--- src/ansi_escape_text_terminal_macros.svh ---
// Assertion macros shared by the terminal RTL.
// Define NO_ASSERTIONS to compile them out.
`ifndef ANSI_ESCAPE_TEXT_TERMINAL_MACROS_SVH
`define ANSI_ESCAPE_TEXT_TERMINAL_MACROS_SVH

`ifndef NO_ASSERTIONS

// Same-cycle implication, checked out of reset.
`define AETT_ASSERT_IMP(label, clk, rst_n, ante, cons, msg) \
  label: assert property (@(posedge clk) disable iff (!rst_n) (ante) |-> (cons)) \
    else $error(msg);

// Next-cycle implication, checked out of reset.
`define AETT_ASSERT_NXT(label, clk, rst_n, ante, cons, msg) \
  label: assert property (@(posedge clk) disable iff (!rst_n) (ante) |=> (cons)) \
    else $error(msg);

`else

`define AETT_ASSERT_IMP(label, clk, rst_n, ante, cons, msg)
`define AETT_ASSERT_NXT(label, clk, rst_n, ante, cons, msg)

`endif

`endif

--- src/aett_pkg.sv ---
package aett_pkg;

  localparam int unsigned CharW   = 8;
  localparam int unsigned ColW    = 8;
  localparam int unsigned RowW    = 6;
  localparam int unsigned AddrW   = 14;
  localparam int unsigned ColourW = 3;
  localparam int unsigned CountW  = 8;
  localparam int unsigned NumW    = 16;

  // Columns advanced by one tab stop.
  localparam int unsigned TabWidth = 8;

  localparam logic [ColW-1:0] ColsReset = 8'd80;
  localparam logic [RowW-1:0] RowsReset = 6'd24;

  localparam logic [ColourW-1:0] ForeReset = 3'd7;
  localparam logic [ColourW-1:0] BackReset = 3'd0;

  typedef enum logic [2:0] {
    ACT_CURSOR = 3'd0,
    ACT_WRITE  = 3'd1,
    ACT_CLEAR  = 3'd2,
    ACT_CLEOL  = 3'd3,
    ACT_COLOUR = 3'd4
  } action_e;

endpackage

--- src/aett_if.sv ---
// Received byte channel.
interface aett_in_if;
  import aett_pkg::*;

  logic             valid;
  logic             ready;
  logic [CharW-1:0] byte_in;

  modport source (output valid, output byte_in, input ready);
  modport sink   (input valid, input byte_in, output ready);
endinterface

// Grid command channel.
interface aett_out_if;
  import aett_pkg::*;

  logic               valid;
  logic               ready;
  action_e            action;
  logic [AddrW-1:0]   cell_address;
  logic [CharW-1:0]   char_code;
  logic [ColourW-1:0] fore_colour;
  logic [ColourW-1:0] back_colour;
  logic [CountW-1:0]  clear_count;
  logic [RowW-1:0]    cursor_row;
  logic [ColW-1:0]    cursor_col;

  modport source (output valid, output action, output cell_address, output char_code,
                  output fore_colour, output back_colour, output clear_count,
                  output cursor_row, output cursor_col, input ready);
  modport sink   (input valid, input action, input cell_address, input char_code,
                  input fore_colour, input back_colour, input clear_count,
                  input cursor_row, input cursor_col, output ready);
endinterface

--- src/ansi_escape_text_terminal.sv ---
// Channel   Dir  Payload                                         Transfer
// --------  ---  ----------------------------------------------  -----------------
// byte_i    in   byte_in                                         valid & ready
// cmd_o     out  action, cell_address, char_code, colours,       valid & ready
//                clear_count, cursor_row, cursor_col
// APB       in   columns at 0x0, rows at 0x4                     psel&penable&pwrite
//
// Each byte is held in the input register and decoded from there into the command register;
// one byte per cycle is sustained while cmd_o is ready. The decode of one byte feeds the
// parser and cursor registers used by the next, so that loop and the address multiply behind
// it set the clock.
// Reset (rst_ni low, asynchronous) clears the parser, homes the cursor, sets white on
// black and 80 x 24. A stalled cmd_o holds its command; byte_i keeps taking one more
// byte into the input register and then stalls.
module ansi_escape_text_terminal #(
  parameter int unsigned TabStep = aett_pkg::TabWidth
) (
  input  logic                  clk_i,
  input  logic                  rst_ni,
  aett_in_if.sink               byte_i,
  aett_out_if.source            cmd_o,
  input  logic                  psel,
  input  logic                  penable,
  input  logic                  pwrite,
  input  logic [2:0]            paddr,
  input  logic [31:0]           pwdata,
  output logic [31:0]           prdata,
  output logic                  pready
);
  import aett_pkg::*;

  `include "ansi_escape_text_terminal_macros.svh"

  // Byte codes the parser recognizes.
  localparam logic [CharW-1:0] ChEsc   = 8'd27;
  localparam logic [CharW-1:0] ChCr    = 8'd13;
  localparam logic [CharW-1:0] ChLf    = 8'd10;
  localparam logic [CharW-1:0] ChTab   = 8'd9;
  localparam logic [CharW-1:0] ChLbrk  = 8'h5B; // [
  localparam logic [CharW-1:0] ChK     = 8'h4B;
  localparam logic [CharW-1:0] ChJ     = 8'h4A;
  localparam logic [CharW-1:0] ChA     = 8'h41;
  localparam logic [CharW-1:0] ChB     = 8'h42;
  localparam logic [CharW-1:0] ChC     = 8'h43;
  localparam logic [CharW-1:0] ChD     = 8'h44;
  localparam logic [CharW-1:0] ChSemi  = 8'h3B;
  localparam logic [CharW-1:0] ChH     = 8'h48;
  localparam logic [CharW-1:0] ChM     = 8'h6D; // m
  localparam logic [CharW-1:0] ChZero  = 8'h30;
  localparam logic [CharW-1:0] ChNine  = 8'h39;

  typedef enum logic [4:0] {
    ST_NORMAL = 5'b00001,
    ST_ESCAPE = 5'b00010,
    ST_CSI    = 5'b00100,
    ST_EXT1   = 5'b01000,
    ST_EXT2   = 5'b10000
  } parse_state_e;

  // ---------------------------------------------------------------------------
  // Configuration registers. Byte address bit 2 picks the register.
  // ---------------------------------------------------------------------------
  logic [ColW-1:0] cols_q;
  logic [RowW-1:0] rows_q;
  logic            cfg_wr;

  assign cfg_wr = psel & penable & pwrite;
  assign pready = 1'b1;

  always_ff @(posedge clk_i or negedge rst_ni) begin
    if (!rst_ni) begin
      cols_q <= ColsReset;
      rows_q <= RowsReset;
    end else if (cfg_wr) begin
      if (paddr[2]) begin
        rows_q <= pwdata[RowW-1:0];
      end else begin
        cols_q <= pwdata[ColW-1:0];
      end
    end
  end

  always_comb begin
    if (paddr[2]) begin
      prdata = {{(32-RowW){1'b0}}, rows_q};
    end else begin
      prdata = {{(32-ColW){1'b0}}, cols_q};
    end
  end

  // ---------------------------------------------------------------------------
  // Input register and handshake.
  // ---------------------------------------------------------------------------
  logic             stage_valid_q;
  logic [CharW-1:0] stage_byte_q;
  logic             out_valid_q;
  logic             advance;
  logic             in_xfer;

  // Decode the staged byte whenever the command register is free or draining.
  assign advance      = stage_valid_q & (~out_valid_q | cmd_o.ready);
  assign byte_i.ready = ~stage_valid_q | advance;
  assign in_xfer      = byte_i.valid & byte_i.ready;

  always_ff @(posedge clk_i or negedge rst_ni) begin
    if (!rst_ni) begin
      stage_valid_q <= 1'b0;
    end else begin
      stage_valid_q <= in_xfer | (stage_valid_q & ~advance);
    end
  end

  always_ff @(posedge clk_i) begin
    if (in_xfer) begin
      stage_byte_q <= byte_i.byte_in;
    end
  end

  // ---------------------------------------------------------------------------
  // Parser and cursor state.
  // ---------------------------------------------------------------------------
  parse_state_e       st_q, st_d;
  logic [NumW-1:0]    num_q, num_d;
  logic [NumW-1:0]    first_q, first_d;
  logic [RowW-1:0]    row_q, row_d;
  logic [ColW-1:0]    col_q, col_d;
  logic [ColourW-1:0] fore_q, fore_d;
  logic [ColourW-1:0] back_q, back_d;

  // Grid size with a zero register taken as one.
  logic [ColW-1:0] nc;
  logic [RowW-1:0] nr;
  assign nc = (cols_q == '0) ? ColW'(1) : cols_q;
  assign nr = (rows_q == '0) ? RowW'(1) : rows_q;

  // Cursor pulled back into the current grid before the byte acts.
  logic [RowW-1:0] row_c;
  logic [ColW-1:0] col_c;
  assign row_c = (row_q >= nr) ? nr - RowW'(1) : row_q;
  assign col_c = (col_q > nc) ? nc : col_q;

  logic [CharW-1:0] b;
  assign b = stage_byte_q;

  logic            is_digit;
  logic            in_num;
  logic [19:0]     acc_next;
  logic [NumW-1:0] acc_sat;
  assign is_digit = (b >= ChZero) && (b <= ChNine);
  assign in_num   = (st_q == ST_CSI) || (st_q == ST_EXT1) || (st_q == ST_EXT2);
  // n*10 as two shifts; saturate once the sum leaves 16 bits.
  assign acc_next = {1'b0, num_q, 3'b000} + {3'b000, num_q, 1'b0} + {12'd0, b - ChZero};
  assign acc_sat  = (acc_next[19:NumW] != '0) ? {NumW{1'b1}} : acc_next[NumW-1:0];

  // Shared helper values.
  logic [NumW:0]   row_ext, col_ext;
  logic [ColW-1:0] col_lim;     // column held to 0..columns-1
  logic [NumW:0]   n_plus_row, n_plus_col;
  logic [RowW:0]   row_inc;
  logic [RowW-1:0] row_next;    // next row, wrapping to the top
  logic [ColW:0]   col_tab;
  logic [RowW-1:0] h_row;
  logic [ColW-1:0] h_col;
  logic [NumW:0]   nr_ext, nc_ext;

  assign row_ext    = {{(NumW+1-RowW){1'b0}}, row_c};
  assign col_ext    = {{(NumW+1-ColW){1'b0}}, col_c};
  assign nr_ext     = {{(NumW+1-RowW){1'b0}}, nr};
  assign nc_ext     = {{(NumW+1-ColW){1'b0}}, nc};
  assign col_lim    = (col_c >= nc) ? nc - ColW'(1) : col_c;
  assign n_plus_row = {1'b0, num_q} + row_ext;
  assign n_plus_col = {1'b0, num_q} + col_ext;
  assign row_inc    = {1'b0, row_c} + (RowW+1)'(1);
  assign row_next   = (row_inc >= {1'b0, nr}) ? '0 : row_inc[RowW-1:0];
  assign col_tab    = {1'b0, col_c} + (ColW+1)'(TabStep);

  // Position clamp: 1..rows and 1..columns, then zero based.
  always_comb begin
    if ({1'b0, first_q} > nr_ext) begin
      h_row = nr - RowW'(1);
    end else if (first_q == '0) begin
      h_row = '0;
    end else begin
      h_row = first_q[RowW-1:0] - RowW'(1);
    end
    if ({1'b0, num_q} > nc_ext) begin
      h_col = nc - ColW'(1);
    end else if (num_q == '0) begin
      h_col = '0;
    end else begin
      h_col = num_q[ColW-1:0] - ColW'(1);
    end
  end

  action_e          act;
  logic [CharW-1:0] ch;
  logic [CountW-1:0] cnt;
  logic [RowW-1:0]  addr_row;
  logic [ColW-1:0]  addr_col;
  logic [RowW-1:0]  row_w;
  logic [ColW-1:0]  col_w;

  // Wrap target of a cell write.
  always_comb begin
    if (col_c >= nc) begin
      row_w = row_next;
      col_w = '0;
    end else begin
      row_w = row_c;
      col_w = col_c;
    end
  end

  always_comb begin
    st_d     = st_q;
    num_d    = '0;
    first_d  = first_q;
    row_d    = row_c;
    col_d    = col_c;
    fore_d   = fore_q;
    back_d   = back_q;
    act      = ACT_CURSOR;
    ch       = '0;
    cnt      = '0;
    addr_row = row_d;
    addr_col = col_d;

    if (b == ChEsc) begin
      st_d = ST_ESCAPE;
    end else if (st_q == ST_ESCAPE && b == ChLbrk) begin
      st_d = ST_CSI;
    end else if (st_q == ST_CSI && b == ChK) begin
      st_d = ST_NORMAL;
      act  = ACT_CLEOL;
      cnt  = nc - col_c;
    end else if (in_num && is_digit) begin
      num_d = acc_sat;
    end else if (st_q == ST_CSI && num_q == NumW'(2) && b == ChJ) begin
      // Clear screen homes the cursor and restores white on black.
      st_d   = ST_NORMAL;
      row_d  = '0;
      col_d  = '0;
      fore_d = ForeReset;
      back_d = BackReset;
      act    = ACT_CLEAR;
    end else if (st_q == ST_CSI && num_q != '0 && b == ChA) begin
      st_d  = ST_NORMAL;
      row_d = ({1'b0, num_q} >= row_ext) ? '0 : row_c - num_q[RowW-1:0];
      col_d = col_lim;
    end else if (st_q == ST_CSI && num_q != '0 && b == ChB) begin
      st_d  = ST_NORMAL;
      row_d = (n_plus_row >= nr_ext) ? nr - RowW'(1) : n_plus_row[RowW-1:0];
      col_d = col_lim;
    end else if (st_q == ST_CSI && num_q != '0 && b == ChC) begin
      st_d  = ST_NORMAL;
      col_d = (n_plus_col >= nc_ext) ? nc - ColW'(1) : n_plus_col[ColW-1:0];
    end else if (st_q == ST_CSI && num_q != '0 && b == ChD) begin
      st_d  = ST_NORMAL;
      col_d = ({1'b0, num_q} >= {{(NumW+1-ColW){1'b0}}, col_lim}) ? '0
            : col_lim - num_q[ColW-1:0];
    end else if (st_q == ST_CSI && b == ChSemi) begin
      st_d    = ST_EXT1;
      first_d = num_q;
    end else if (st_q == ST_EXT1 && b == ChSemi) begin
      st_d = ST_EXT2;
    end else if (st_q == ST_EXT1 && b == ChH) begin
      st_d  = ST_NORMAL;
      row_d = h_row;
      col_d = h_col;
    end else if (st_q == ST_EXT1 && b == ChM) begin
      // Out-of-range colour codes fall back to white on black.
      st_d   = ST_NORMAL;
      fore_d = (first_q >= NumW'(30) && first_q <= NumW'(37))
             ? ColourW'(first_q - NumW'(30)) : ForeReset;
      back_d = (num_q >= NumW'(40) && num_q <= NumW'(47))
             ? ColourW'(num_q - NumW'(40)) : BackReset;
      act    = ACT_COLOUR;
    end else if (st_q == ST_NORMAL && b == ChCr) begin
      col_d = '0;
    end else if (st_q == ST_NORMAL && b == ChLf) begin
      // Line feed on the last row scrolls by clearing the screen.
      if (row_inc >= {1'b0, nr}) begin
        row_d  = '0;
        col_d  = '0;
        fore_d = ForeReset;
        back_d = BackReset;
        act    = ACT_CLEAR;
      end else begin
        row_d = row_inc[RowW-1:0];
        col_d = '0;
      end
    end else if (st_q == ST_NORMAL && b == ChTab) begin
      if (col_tab >= {1'b0, nc}) begin
        row_d = row_next;
        col_d = '0;
      end else begin
        col_d = col_tab[ColW-1:0];
      end
    end else begin
      // Anything else is a character: write it at the (wrapped) cursor.
      row_d = row_w;
      col_d = col_w + ColW'(1);
      act   = ACT_WRITE;
      ch    = b;
    end

    // A write addresses the cell before the cursor steps on.
    if (act == ACT_WRITE) begin
      addr_row = row_w;
      addr_col = col_w;
    end else begin
      addr_row = row_d;
      addr_col = col_d;
    end
  end

  // Cell address: row * (columns + 1) + column, kept to 14 bits.
  logic [ColW:0]        pitch;
  logic [RowW+ColW:0]   row_base;
  logic [RowW+ColW+1:0] addr_full;
  assign pitch     = {1'b0, nc} + (ColW+1)'(1);
  assign row_base  = {{(ColW+1){1'b0}}, addr_row} * {{RowW{1'b0}}, pitch};
  assign addr_full = {1'b0, row_base} + {{(RowW+2){1'b0}}, addr_col};

  always_ff @(posedge clk_i or negedge rst_ni) begin
    if (!rst_ni) begin
      st_q    <= ST_NORMAL;
      num_q   <= '0;
      first_q <= '0;
      row_q   <= '0;
      col_q   <= '0;
      fore_q  <= ForeReset;
      back_q  <= BackReset;
    end else if (advance) begin
      st_q    <= st_d;
      num_q   <= num_d;
      first_q <= first_d;
      row_q   <= row_d;
      col_q   <= col_d;
      fore_q  <= fore_d;
      back_q  <= back_d;
    end
  end

  // ---------------------------------------------------------------------------
  // Command register.
  // ---------------------------------------------------------------------------
  always_ff @(posedge clk_i or negedge rst_ni) begin
    if (!rst_ni) begin
      out_valid_q <= 1'b0;
    end else begin
      out_valid_q <= advance | (out_valid_q & ~cmd_o.ready);
    end
  end

  always_ff @(posedge clk_i) begin
    if (advance) begin
      cmd_o.action       <= act;
      cmd_o.cell_address <= addr_full[AddrW-1:0];
      cmd_o.char_code    <= ch;
      cmd_o.fore_colour  <= fore_d;
      cmd_o.back_colour  <= back_d;
      cmd_o.clear_count  <= cnt;
      cmd_o.cursor_row   <= row_d;
      cmd_o.cursor_col   <= col_d;
    end
  end

  assign cmd_o.valid = out_valid_q;

  // ---------------------------------------------------------------------------
  // Checks.
  // ---------------------------------------------------------------------------
  `AETT_ASSERT_NXT(a_stage_hold, clk_i, rst_ni, stage_valid_q && !advance,
                   stage_valid_q, "staged byte dropped while output stalled")
  `AETT_ASSERT_IMP(a_clear_home, clk_i, rst_ni,
                   out_valid_q && cmd_o.action == ACT_CLEAR,
                   cmd_o.cursor_row == '0 && cmd_o.cursor_col == '0 &&
                   cmd_o.fore_colour == ForeReset && cmd_o.back_colour == BackReset &&
                   cmd_o.cell_address == '0, "clear screen did not home the cursor")
  `AETT_ASSERT_IMP(a_count_cleol, clk_i, rst_ni,
                   out_valid_q && cmd_o.action != ACT_CLEOL,
                   cmd_o.clear_count == '0, "clear count set outside clear to line end")
  `AETT_ASSERT_IMP(a_char_write, clk_i, rst_ni,
                   out_valid_q && cmd_o.action != ACT_WRITE,
                   cmd_o.char_code == '0, "character code set outside a cell write")

endmodule

--- src/flat_wrapper.sv ---
// flat-port wrapper written by rule: the top's interface ports become plain ports
module ansi_escape_text_terminal_flat import aett_pkg::*;
#(
  parameter int unsigned TabStep = aett_pkg::TabWidth
)
  (clk_i, rst_ni, psel, penable, pwrite, paddr, pwdata, prdata, pready, byte_i_valid, byte_i_byte_in, byte_i_ready, cmd_o_valid, cmd_o_action, cmd_o_cell_address, cmd_o_char_code, cmd_o_fore_colour, cmd_o_back_colour, cmd_o_clear_count, cmd_o_cursor_row, cmd_o_cursor_col, cmd_o_ready);
  aett_in_if byte_i_i ();
  aett_out_if cmd_o_i ();
  input  logic clk_i;
  input  logic rst_ni;
  input  logic psel;
  input  logic penable;
  input  logic pwrite;
  input  logic [2:0] paddr;
  input  logic [31:0] pwdata;
  output logic [31:0] prdata;
  output logic pready;
  input wire logic [$bits(byte_i_i.valid)-1:0] byte_i_valid;
  input wire logic [$bits(byte_i_i.byte_in)-1:0] byte_i_byte_in;
  output wire logic [$bits(byte_i_i.ready)-1:0] byte_i_ready;
  output wire logic [$bits(cmd_o_i.valid)-1:0] cmd_o_valid;
  output wire logic [$bits(cmd_o_i.action)-1:0] cmd_o_action;
  output wire logic [$bits(cmd_o_i.cell_address)-1:0] cmd_o_cell_address;
  output wire logic [$bits(cmd_o_i.char_code)-1:0] cmd_o_char_code;
  output wire logic [$bits(cmd_o_i.fore_colour)-1:0] cmd_o_fore_colour;
  output wire logic [$bits(cmd_o_i.back_colour)-1:0] cmd_o_back_colour;
  output wire logic [$bits(cmd_o_i.clear_count)-1:0] cmd_o_clear_count;
  output wire logic [$bits(cmd_o_i.cursor_row)-1:0] cmd_o_cursor_row;
  output wire logic [$bits(cmd_o_i.cursor_col)-1:0] cmd_o_cursor_col;
  input wire logic [$bits(cmd_o_i.ready)-1:0] cmd_o_ready;
  assign byte_i_i.valid = byte_i_valid;
  assign byte_i_i.byte_in = byte_i_byte_in;
  assign byte_i_ready = byte_i_i.ready;
  assign cmd_o_valid = cmd_o_i.valid;
  assign cmd_o_action = cmd_o_i.action;
  assign cmd_o_cell_address = cmd_o_i.cell_address;
  assign cmd_o_char_code = cmd_o_i.char_code;
  assign cmd_o_fore_colour = cmd_o_i.fore_colour;
  assign cmd_o_back_colour = cmd_o_i.back_colour;
  assign cmd_o_clear_count = cmd_o_i.clear_count;
  assign cmd_o_cursor_row = cmd_o_i.cursor_row;
  assign cmd_o_cursor_col = cmd_o_i.cursor_col;
  assign cmd_o_i.ready = cmd_o_ready;
  ansi_escape_text_terminal #(.TabStep(TabStep)) u_core (.clk_i(clk_i), .rst_ni(rst_ni), .byte_i(byte_i_i), .cmd_o(cmd_o_i), .psel(psel), .penable(penable), .pwrite(pwrite), .paddr(paddr), .pwdata(pwdata), .prdata(prdata), .pready(pready));
endmodule
--- config.mk ---
export PLATFORM = sky130hd
export DESIGN_NAME = ansi_escape_text_terminal_flat
export DESIGN_NICKNAME = d
export VERILOG_FILES = /design/src/aett_pkg.sv /design/src/aett_if.sv /design/src/ansi_escape_text_terminal.sv /design/src/flat_wrapper.sv
export VERILOG_INCLUDE_DIRS = /design/src /design/src/src
export SDC_FILE = /design/constraint.sdc
export NUM_CORES = 1
export LEC_CHECK = 0
export ABC_CLOCK_PERIOD_IN_PS = 11900
export BUFFER_PORTS_ARGS = -buffer_cell sky130_fd_sc_hd__buf_2
export CAP_MARGIN = 20
export CORE_ASPECT_RATIO = 1.1
export CORE_UTILIZATION = 62
export CTS_CLUSTER_SIZE = 16
export DETAILED_ROUTE_END_ITERATION = 10
export PLACE_DENSITY_LB_ADDON = 0.1
export RECOVER_POWER = 100
export SYNTH_ARGS = -nofsm -noshare
export SYNTH_HDL_FRONTEND = slang
export SYNTH_SLANG_ARGS = --single-unit
--- constraint.sdc ---
create_clock -name clk_i -period 11.9 [get_ports clk_i]
set_input_delay 2.38 -clock clk_i [delete_from_list [all_inputs] [get_ports clk_i]]
set_output_delay 2.38 -clock clk_i [all_outputs]
set_load 0.03 [all_outputs]
==> impl_metrics.json, run 1 <==
{
  "status": "finished with violations",
  "violations": "max-capacitance violations, max-slew violations",
  "die-height_um": 165.1,
  "place_congestion": 1.051,
  "worst_path_largest_cell_delay_ns": 0.60,
  "finalSetupTns_ns": 0,
  "endpoint_kind": "flop",
  "avgSynthCellArea_um2": 8.563,
  "wl_per_cell_um": 23.34,
  "yosys-top-cells-area": "ha_1 (15%), edfxtp_1 (12%), dfrtp_1 (11%)",
  "cts_buffers": 17,
  "grt_pass1_wl_mm": 77.32,
  "grt_max_degree": 74,
  "drt.antenna.violating_nets": 0,
  "fillerInstances": 1983,
  "area_growth_pct": 8.023,
  "layout-drive-gt1-share_pct": 8.942,
  "max_clock_freq_ghz": 0.08791,
  "global_route.usage.total_pct": 41.34,
  "ys_seq_area_share_pct": 24.45,
  "holdCritPathClass": "flop to flop",
  "initial_core_util_pct": 63.31,
  "criticalPathCategory": "flop to flop",
  "synth.cell_area_um2": 15000,
  "finalCritPeriodShare_pct": 95.59,
  "synth-seq-cells": 134,
  "crit_slowest_cell": "or4_4",
  "yosys.area.top_type": "ha_1",
  "slew_headroom_pct": -171.2,
  "clockRootBuffer": "clkbuf_16",
  "drt_iter0_drc": 1471,
  "synth_top_flop_cell": "dfrtp_1",
  "holdWs_ns": 0.4977,
  "antenna_found_initial": 0,
  "grt_pass1_vias": 13802,
  "critPathArrivalTime_ns": 11.55,
  "yosys_warnings": 0,
  "core-area_um2": 23700,
  "rows": 59,
  "clk-insertion-delay-late_ns": 0.45,
  "yosys-top-cells-count": "ha_1 (180), nor2_1 (174), inv_1 (132)",
  "finalCriticalPeriod_ns": 11.37,
  "dr.pass1.iters": 8,
  "viasPerCell": 6.665,
  "numClockSinks": 134,
  "grt_overflow": 0,
  "final_util_pct": 68.39,
  "grt_setup_unrepaired": "false",
  "synthDistinctLibCells": 94,
  "path_max_fanout": 11,
  "yosysMostFrequentCell": "ha_1",
  "drv_slew": 179,
  "path_clk_slew_ns": 0.06,
  "htree_num_levels": 4,
  "synth_edf_count": 61,
  "yosys.area.top_type_share_pct": 15.01,
  "wirelength_mm": 49.92,
  "io_pins": 138,
  "critPathMostFrequentCell": "fa_1",
  "cts.path.max_buffers": 2,
  "postSynth.asyncResetShare_pct": 54.48,
  "place.port_buffers": 86,
  "hpwl_mm": 37.58,
  "drc": 0,
  "cts_hold_buf": 0,
  "setup_violations": 0,
  "worstPathRequired_ns": 12.07,
  "skew_ns": 0.01706,
  "drv_cap": 4,
  "dieArea_um2": 24820,
  "hold_viol": 0,
  "cp-start-kind": "flop",
  "synthesis.instances": 1752,
  "num_vias": 14256,
  "n_antenna_cell": 0,
  "cts_tree": "yes",
  "dieWidth_um": 150.3,
  "final_nets": 2095,
  "max_slew.worst_pin.slew_ns": 4.068
}
-- critical path: cells and delay by family, from the launching register on --
family / cells / cell delay, ns
xor gates and xnor gates: 3 / 0.48
adders and majority gates: 9 / 3.51
AOI/OAI and AO/OA: 14 / 3.22
buffers and inverters: 6 / 0.70
and+or+nand+nor: 12 / 2.70
DFF: 1 / 0.50
-- final cells by class --
cell class | count | area, um2 | share of cell area [%]
clock buffers | 21 | 504.2 | 3.111
repair buffers | 123 | 605.6 | 3.737
inverters | 136 | 511.7 | 3.158
clock inverters | 11 | 103.9 | 0.6408
well taps | 305 | 381.6 | 2.355
flip-flops and latches | 134 | 3669 | 22.64
multi-input cells | 1409 | 10430 | 64.36
-- routing by layer --
layer	GRT usage [%]	share of wire [%]	up-vias
met5	0	0	-
met4	22.41	5.4	0
met3	7.857	9.6	196
met2	64.91	45	798
met1	53.69	40	6826
li1	-	-	6436
-- state kept, by name, indices dropped and copies added (netlist names) --
name,count
u_core.first_q,16
u_core.num_q,16
u_core.cmd_o.cell_address,14
u_core.b,8
u_core.cmd_o.char_code,8
u_core.cmd_o.clear_count,8
u_core.cmd_o.cursor_col,8
u_core.col_q,8
u_core.cols_q,8
u_core.cmd_o.cursor_row,6
u_core.row_q,6
u_core.rows_q,6
u_core.st_q,5
u_core.back_q,3
u_core.cmd_o.action,3
u_core.cmd_o.back_colour,3
u_core.cmd_o.fore_colour,3
u_core.fore_q,3
u_core.cmd_o.valid,1
u_core.stage_valid_q,1
-- through the flow --
stage	instance area (um2)	std cells	worst slack, ns
after CTS	16290	2137	0.3425
after floorplan	15090	1775	2.059
after detailed placement	15680	2105	0.4098
after global placement	15680	2105	0.6811
after global routing	16210	2139	0.01822
final	16210	2139	0.5252
-- what timing repair did --
action                                  4_1_cts  5_1_grt
setup buffers                                 0        1
endpoints found under the setup margin        0        1
gates resized for setup                       0        5
-- cells in the final DEF, fill, tap and decap left out, types with 8 or more instances in the layout --
| cell | n |
|---|---|
| a2111oi_0 | 9 |
| nor3_1 | 42 |
| fa_1 | 44 |
| xnor2_1 | 55 |
| ha_1 | 180 |
| xor2_1 | 21 |
| clkbuf_1 | 71 |
| clkbuf_16 | 20 |
| buf_2 | 22 |
| o21a_1 | 19 |
| mux2i_1 | 26 |
| a211oi_1 | 24 |
| o211ai_1 | 17 |
| mux2_2 | 31 |
| dfstp_2 | 8 |
| a31oi_1 | 18 |
| nor2b_1 | 19 |
| nand2b_1 | 22 |
| nand3_1 | 55 |
| conb_1 | 25 |
| nand4_1 | 20 |
| or2_2 | 12 |
| nor4_1 | 14 |
| a21o_1 | 32 |
| dfrtp_1 | 65 |
| a21oi_1 | 131 |
| a21boi_0 | 9 |
| edfxtp_1 | 61 |
| and2_1 | 10 |
| buf_4 | 31 |
| nand2_1 | 109 |
| and3_1 | 21 |
| nor2_1 | 174 |
| o21ai_0 | 95 |
| nor3b_1 | 12 |
| inv_1 | 132 |
| o31ai_1 | 15 |
-- kinds of logic after synthesis --
family | after synthesis | synth area share [%]
mux | 60 | 4.304
other cells | 2 | 0.05006
simple gates | 554 | 18.34
fa+ha+maj | 224 | 20.88
flops | 134 | 24.45
compound gates | 470 | 20.80
xor+xnor | 76 | 4.437
buf+inv | 232 | 6.731
-- path summary, 6_finish.rpt --
path	from	endpoint	slack, ns	cells past startpoint
min in group asynchronous	rst_ni	u_core.num_q[13]	1.84	1
hold / removal	u_core.stage_valid_q	u_core.cmd_o.valid	0.50	1
setup reg to reg	u_core.rows_q[2]	u_core.cmd_o.cell_address[13]	0.53	44
max in group asynchronous	rst_ni	u_core.rows_q[2]	5.83	2
hold reg to reg	u_core.stage_valid_q	u_core.cmd_o.valid	0.50	1
setup / recovery	u_core.rows_q[2]	u_core.cmd_o.cell_address[13]	0.53	44
Power of run 1 is not shown: default switching activity piles up to over one toggle a cycle in this logic, so the estimate is an artifact.
==> run 2: changes to the inputs <==
--- a/config.mk
+++ b/config.mk
@@ -6,7 +6,7 @@
 export SDC_FILE = /design/constraint.sdc
 export NUM_CORES = 1
 export LEC_CHECK = 0
-export ABC_CLOCK_PERIOD_IN_PS = 11900
+export ABC_CLOCK_PERIOD_IN_PS = 12900
 export BUFFER_PORTS_ARGS = -buffer_cell sky130_fd_sc_hd__buf_2
 export CAP_MARGIN = 20
 export CORE_ASPECT_RATIO = 1.1
==> constraint.sdc (replaced) <==
create_clock -name clk_i -period 12.9 [get_ports clk_i]
set_input_delay 2.58 -clock clk_i [delete_from_list [all_inputs] [get_ports clk_i]]
set_output_delay 2.58 -clock clk_i [all_outputs]
set_load 0.03 [all_outputs]
==> impl_metrics.json, run 2 (synthesis results as in run 1) <==
{
  "slew_headroom_pct": -168.9,
  "critPathArrivalTime_ns": 12.34,
  "place_congestion": 1.074,
  "finalCriticalPeriod_ns": 12.17,
  "hold_viol": 0,
  "place_ws_ns": 1.495,
  "drc": 0,
  "n_antenna_cell": 0,
  "drt.antenna.violating_nets": 0,
  "finalCritPeriodShare_pct": 94.31,
  "die-height_um": 165.1,
  "min_path_cells": 2,
  "endpoint_kind": "flop",
  "io_pins": 138,
  "cts_buffers": 17,
  "skew_ns": 0.01377,
  "place.port_buffers": 86,
  "worstPathRequired_ns": 13.07,
  "cts.path.max_buffers": 2,
  "final_common_cell": "ha_1",
  "initial_core_util_pct": 63.31,
  "setup_violations": 0,
  "max_slew.worst_pin.slew_ns": 4.034,
  "core-area_um2": 23700,
  "wl_per_cell_um": 22.97,
  "rows": 59,
  "worst_path_largest_cell_delay_ns": 0.72,
  "path_clk_slew_ns": 0.06,
  "hpwl_mm": 37.18,
  "clk-insertion-delay-late_ns": 0.44,
  "htree_num_levels": 4,
  "grt_pass1_wl_mm": 75.13,
  "rr_worst_depth": 42,
  "post_cts_buffers": 0,
  "cts_hold_buf": 0,
  "dieWidth_um": 150.3,
  "wirelength_mm": 48.93,
  "largest_registers": "u_core.first_q (16), u_core.num_q (16), u_core.cmd_o.cell_address (14)",
  "status": "finished with violations",
  "antenna_found_initial": 0,
  "dr.pass1.iters": 6,
  "grt_overflow": 0,
  "dieArea_um2": 24820,
  "global_route.usage.total_pct": 40.15,
  "numClockSinks": 134,
  "criticalPathCategory": "flop to flop",
  "cts_tree": "yes",
  "num_vias": 14103,
  "layout_common_cells": "ha_1 (180), nor2_1 (174), inv_1 (133)",
  "viasPerCell": 6.621,
  "setup_ws_ns": 0.7346,
  "grt_setup_unrepaired": "false",
  "final_nets": 2086,
  "finalSetupTns_ns": 0,
  "cts_resized": 0,
  "fillerInstances": 2084,
  "clockRootBuffer": "clkbuf_16",
  "area_growth_pct": 7.481,
  "drv_slew": 155,
  "holdCritPathClass": "flop to flop",
  "grt_max_degree": 74,
  "crit_slowest_cell": "a21oi_1",
  "cp-start-kind": "flop",
  "grt_pass1_vias": 13472,
  "max_clock_freq_ghz": 0.08220,
  "drv_cap": 4,
  "drt_iter0_drc": 1841,
  "violations": "max-capacitance violations, max-slew violations",
  "layout-drive-gt1-share_pct": 8.110,
  "path_max_fanout": 11
}
[run 2: changes by cell type in the layout (fill, tap and decap cells not counted), sizes merged]
cell / before / now
clkbuf: 91 / 97
clkinvlp: 1 / 2
buf: 53 / 43
clkinv: 4 / 5
inv: 141 / 135
bufinv: 1 / 0
[run 2: cell type report]
type	count	area (um2)	area share (%)
multi-input combinational	1409	10390	64.42
sequential	134	3669	22.75
clock buffer	26	595.6	3.694
timing repair buffer	114	534.3	3.313
inverter	136	511.7	3.174
tap	305	381.6	2.367
clock inverter	6	45.04	0.2794
[run 2: final timing paths]
check	startpoint	to	slack, ns
min in group asynchronous	rst_ni	u_core.num_q[10]	2.05
max	u_core.cols_q[5]	u_core.cmd_o.cell_address[13]	0.73
min reg2reg	u_core.first_q[6]	u_core.first_q[6]	0.49
min	u_core.first_q[6]	u_core.first_q[6]	0.49
max in group asynchronous	rst_ni	u_core.row_q[2]	6.65
max reg2reg	u_core.cols_q[5]	u_core.cmd_o.cell_address[13]	0.73
[run 2: worst max-delay path: cells and delay by family, from the launching register on]
family          cells  cell delay [ns]
simple gates       10             2.11
flops               1             0.55
xor+xnor            3             0.75
fa+ha+maj           8             3.13
mux                 1             0.47
buf+inv             5             0.43
compound gates     15             4.44
[run 2: stage by stage]
stage	std cells	utilization, %	hold slack (ns)	instance area [um2]
final	2130	68.04	0.4912	16120
after global placement	2096	65.86	0.4677	15610
after global routing	2130	68.04	0.5162	16120
after floorplan	1775	-	0.4508	15090
after CTS	2128	68.56	0.4969	16250
after detailed placement	2096	65.86	0.4799	15610
[run 2: routing by layer]
metal,GRT usage (%),up-vias,wire (um)
met5,0,-,0
met1,51.96,6702,19720
met4,20.06,0,2319
met3,7.033,176,4421
li1,-,6403,-
met2,64.43,822,22470
Power of run 2 is left out for the same reason.
==> run 3: changes to the inputs <==
--- a/config.mk
+++ b/config.mk
@@ -9,8 +9,10 @@
 export ABC_CLOCK_PERIOD_IN_PS = 12900
 export BUFFER_PORTS_ARGS = -buffer_cell sky130_fd_sc_hd__buf_2
 export CAP_MARGIN = 20
+export CELL_PAD_IN_SITES_DETAIL_PLACEMENT = 0
+export CELL_PAD_IN_SITES_GLOBAL_PLACEMENT = 1
 export CORE_ASPECT_RATIO = 1.1
-export CORE_UTILIZATION = 62
+export CORE_UTILIZATION = 47
 export CTS_CLUSTER_SIZE = 16
 export DETAILED_ROUTE_END_ITERATION = 10
 export PLACE_DENSITY_LB_ADDON = 0.1
==> impl_metrics.json, run 3 (synthesis results as in run 1) <==
{
  "dr.pass1.iters": 7,
  "viasPerCell": 6.122,
  "grt_setup_unrepaired": "false",
  "num_vias": 13769,
  "max_clock_freq_ghz": 0.08341,
  "max_slew.worst_pin.slew_ns": 2.954,
  "grt_pass1_vias": 13004,
  "place_congestion": 0.9554,
  "path_clk_slew_ns": 0.06,
  "path_max_fanout": 12,
  "grt_overflow": 0,
  "core-area_um2": 31400,
  "area_growth_pct": 8.374,
  "final_nets": 2090,
  "wl_per_cell_um": 22.78,
  "endpoint_kind": "flop",
  "initial_core_util_pct": 47.78,
  "grt_pass1_wl_mm": 78.18,
  "violations": "max-capacitance violations, max-slew violations",
  "status": "finished with violations",
  "clk-insertion-delay-late_ns": 0.44,
  "layout-drive-gt1-share_pct": 8.311,
  "critPathArrivalTime_ns": 12.17,
  "post_cts_buffers": 0,
  "place.port_buffers": 86,
  "drv_slew": 177,
  "global_route.usage.total_pct": 32.00,
  "drt_iter0_drc": 1315,
  "clockRootBuffer": "clkbuf_16",
  "io_pins": 138,
  "finalCritPeriodShare_pct": 92.93,
  "layout_common_cells": "ha_1 (180), nor2_1 (174), inv_1 (132), a21oi_1 (132), nand2_1 (109)",
  "htree_num_levels": 4,
  "criticalPathCategory": "flop to flop",
  "cp-start-kind": "flop",
  "fin_area_um2": 16260,
  "cts_tree": "yes",
  "dieArea_um2": 32640,
  "cts_hold_buf": 0,
  "drc": 0,
  "crit_slowest_cell": "a311oi_1",
  "final_common_cell": "ha_1",
  "cts_resized": 0,
  "die-height_um": 189.4,
  "antenna_found_initial": 0,
  "slew_headroom_pct": -96.91,
  "numClockSinks": 134,
  "worstPathRequired_ns": 13.08,
  "holdWs_ns": 0.5021,
  "place_area_um2": 15800,
  "wirelength_mm": 51.22,
  "cts.path.max_buffers": 2,
  "final_util_pct": 51.79,
  "finalSetupTns_ns": 0,
  "n_antenna_cell": 0,
  "largest_registers": "u_core.first_q (16), u_core.num_q (16), u_core.cmd_o.cell_address (14)",
  "hold_viol": 0,
  "drv_cap": 5,
  "setup_violations": 0,
  "skew_ns": 0.009476,
  "grt_max_degree": 54,
  "worst_path_largest_cell_delay_ns": 1.33,
  "cts_buffers": 17,
  "holdCritPathClass": "flop to flop",
  "hpwl_mm": 39.28,
  "drt.antenna.violating_nets": 0,
  "finalCriticalPeriod_ns": 11.99,
  "rows": 68,
  "dieWidth_um": 172.3
}
-- run 3: cell types whose count changed in the layout (fill, tap and decap cells not counted), sizes merged --
cell	before	now
buf	43	47
bufinv	0	1
clkbuf	97	94
inv	135	137
-- run 3: through the flow --
stage	cells	setup WS (ns)
floorplan	1775	3.059
global route	2249	0.2613
CTS	2249	1.204
finish	2249	0.9115
detailed placement	2217	1.268
global placement	2217	1.427
-- run 3: layout make-up --
cell class	count	area [um2]
Multi-Input combinational cell	1409	10390
Timing Repair Buffer	118	566.8
Tap cell	420	525.5
Clock inverter	9	86.33
Sequential cell	134	3669
Clock buffer	23	511.7
Fill cell	3078	15140
Inverter	136	511.7
-- run 3: path summary, 6_finish.rpt --
check | slack (ns) | cells after the start | from | endpoint
setup reg to reg | 0.91 | 40 | u_core.rows_q[2] | u_core.cmd_o.cell_address[13]
min in group asynchronous | 2.70 | 1 | rst_ni | u_core.num_q[9]
hold / removal | 0.50 | 2 | u_core.first_q[8] | u_core.first_q[8]
max in group asynchronous | 6.97 | 2 | rst_ni | u_core.rows_q[1]
hold reg to reg | 0.50 | 2 | u_core.first_q[8] | u_core.first_q[8]
setup / recovery | 0.91 | 40 | u_core.rows_q[2] | u_core.cmd_o.cell_address[13]
-- run 3: routing by layer --
layer | track usage [%] | share of wire, % | up-vias
met1 | 44.65 | 45 | 6761
li1 | - | - | 6419
met4 | 12.05 | 3.3 | 0
met5 | 0 | 0 | -
met2 | 50.17 | 46 | 502
met3 | 4.097 | 6.2 | 87
-- run 3: worst max-delay path: cells and delay by family, from the launching register on --
family,cells,cell delay [ns]
simple gates,12,2.65
compound gates,14,4.03
buf+inv,3,0.47
flops,1,0.50
xor+xnor,3,0.61
fa+ha+maj,8,3.41
Power of run 3 is left out for the same reason.
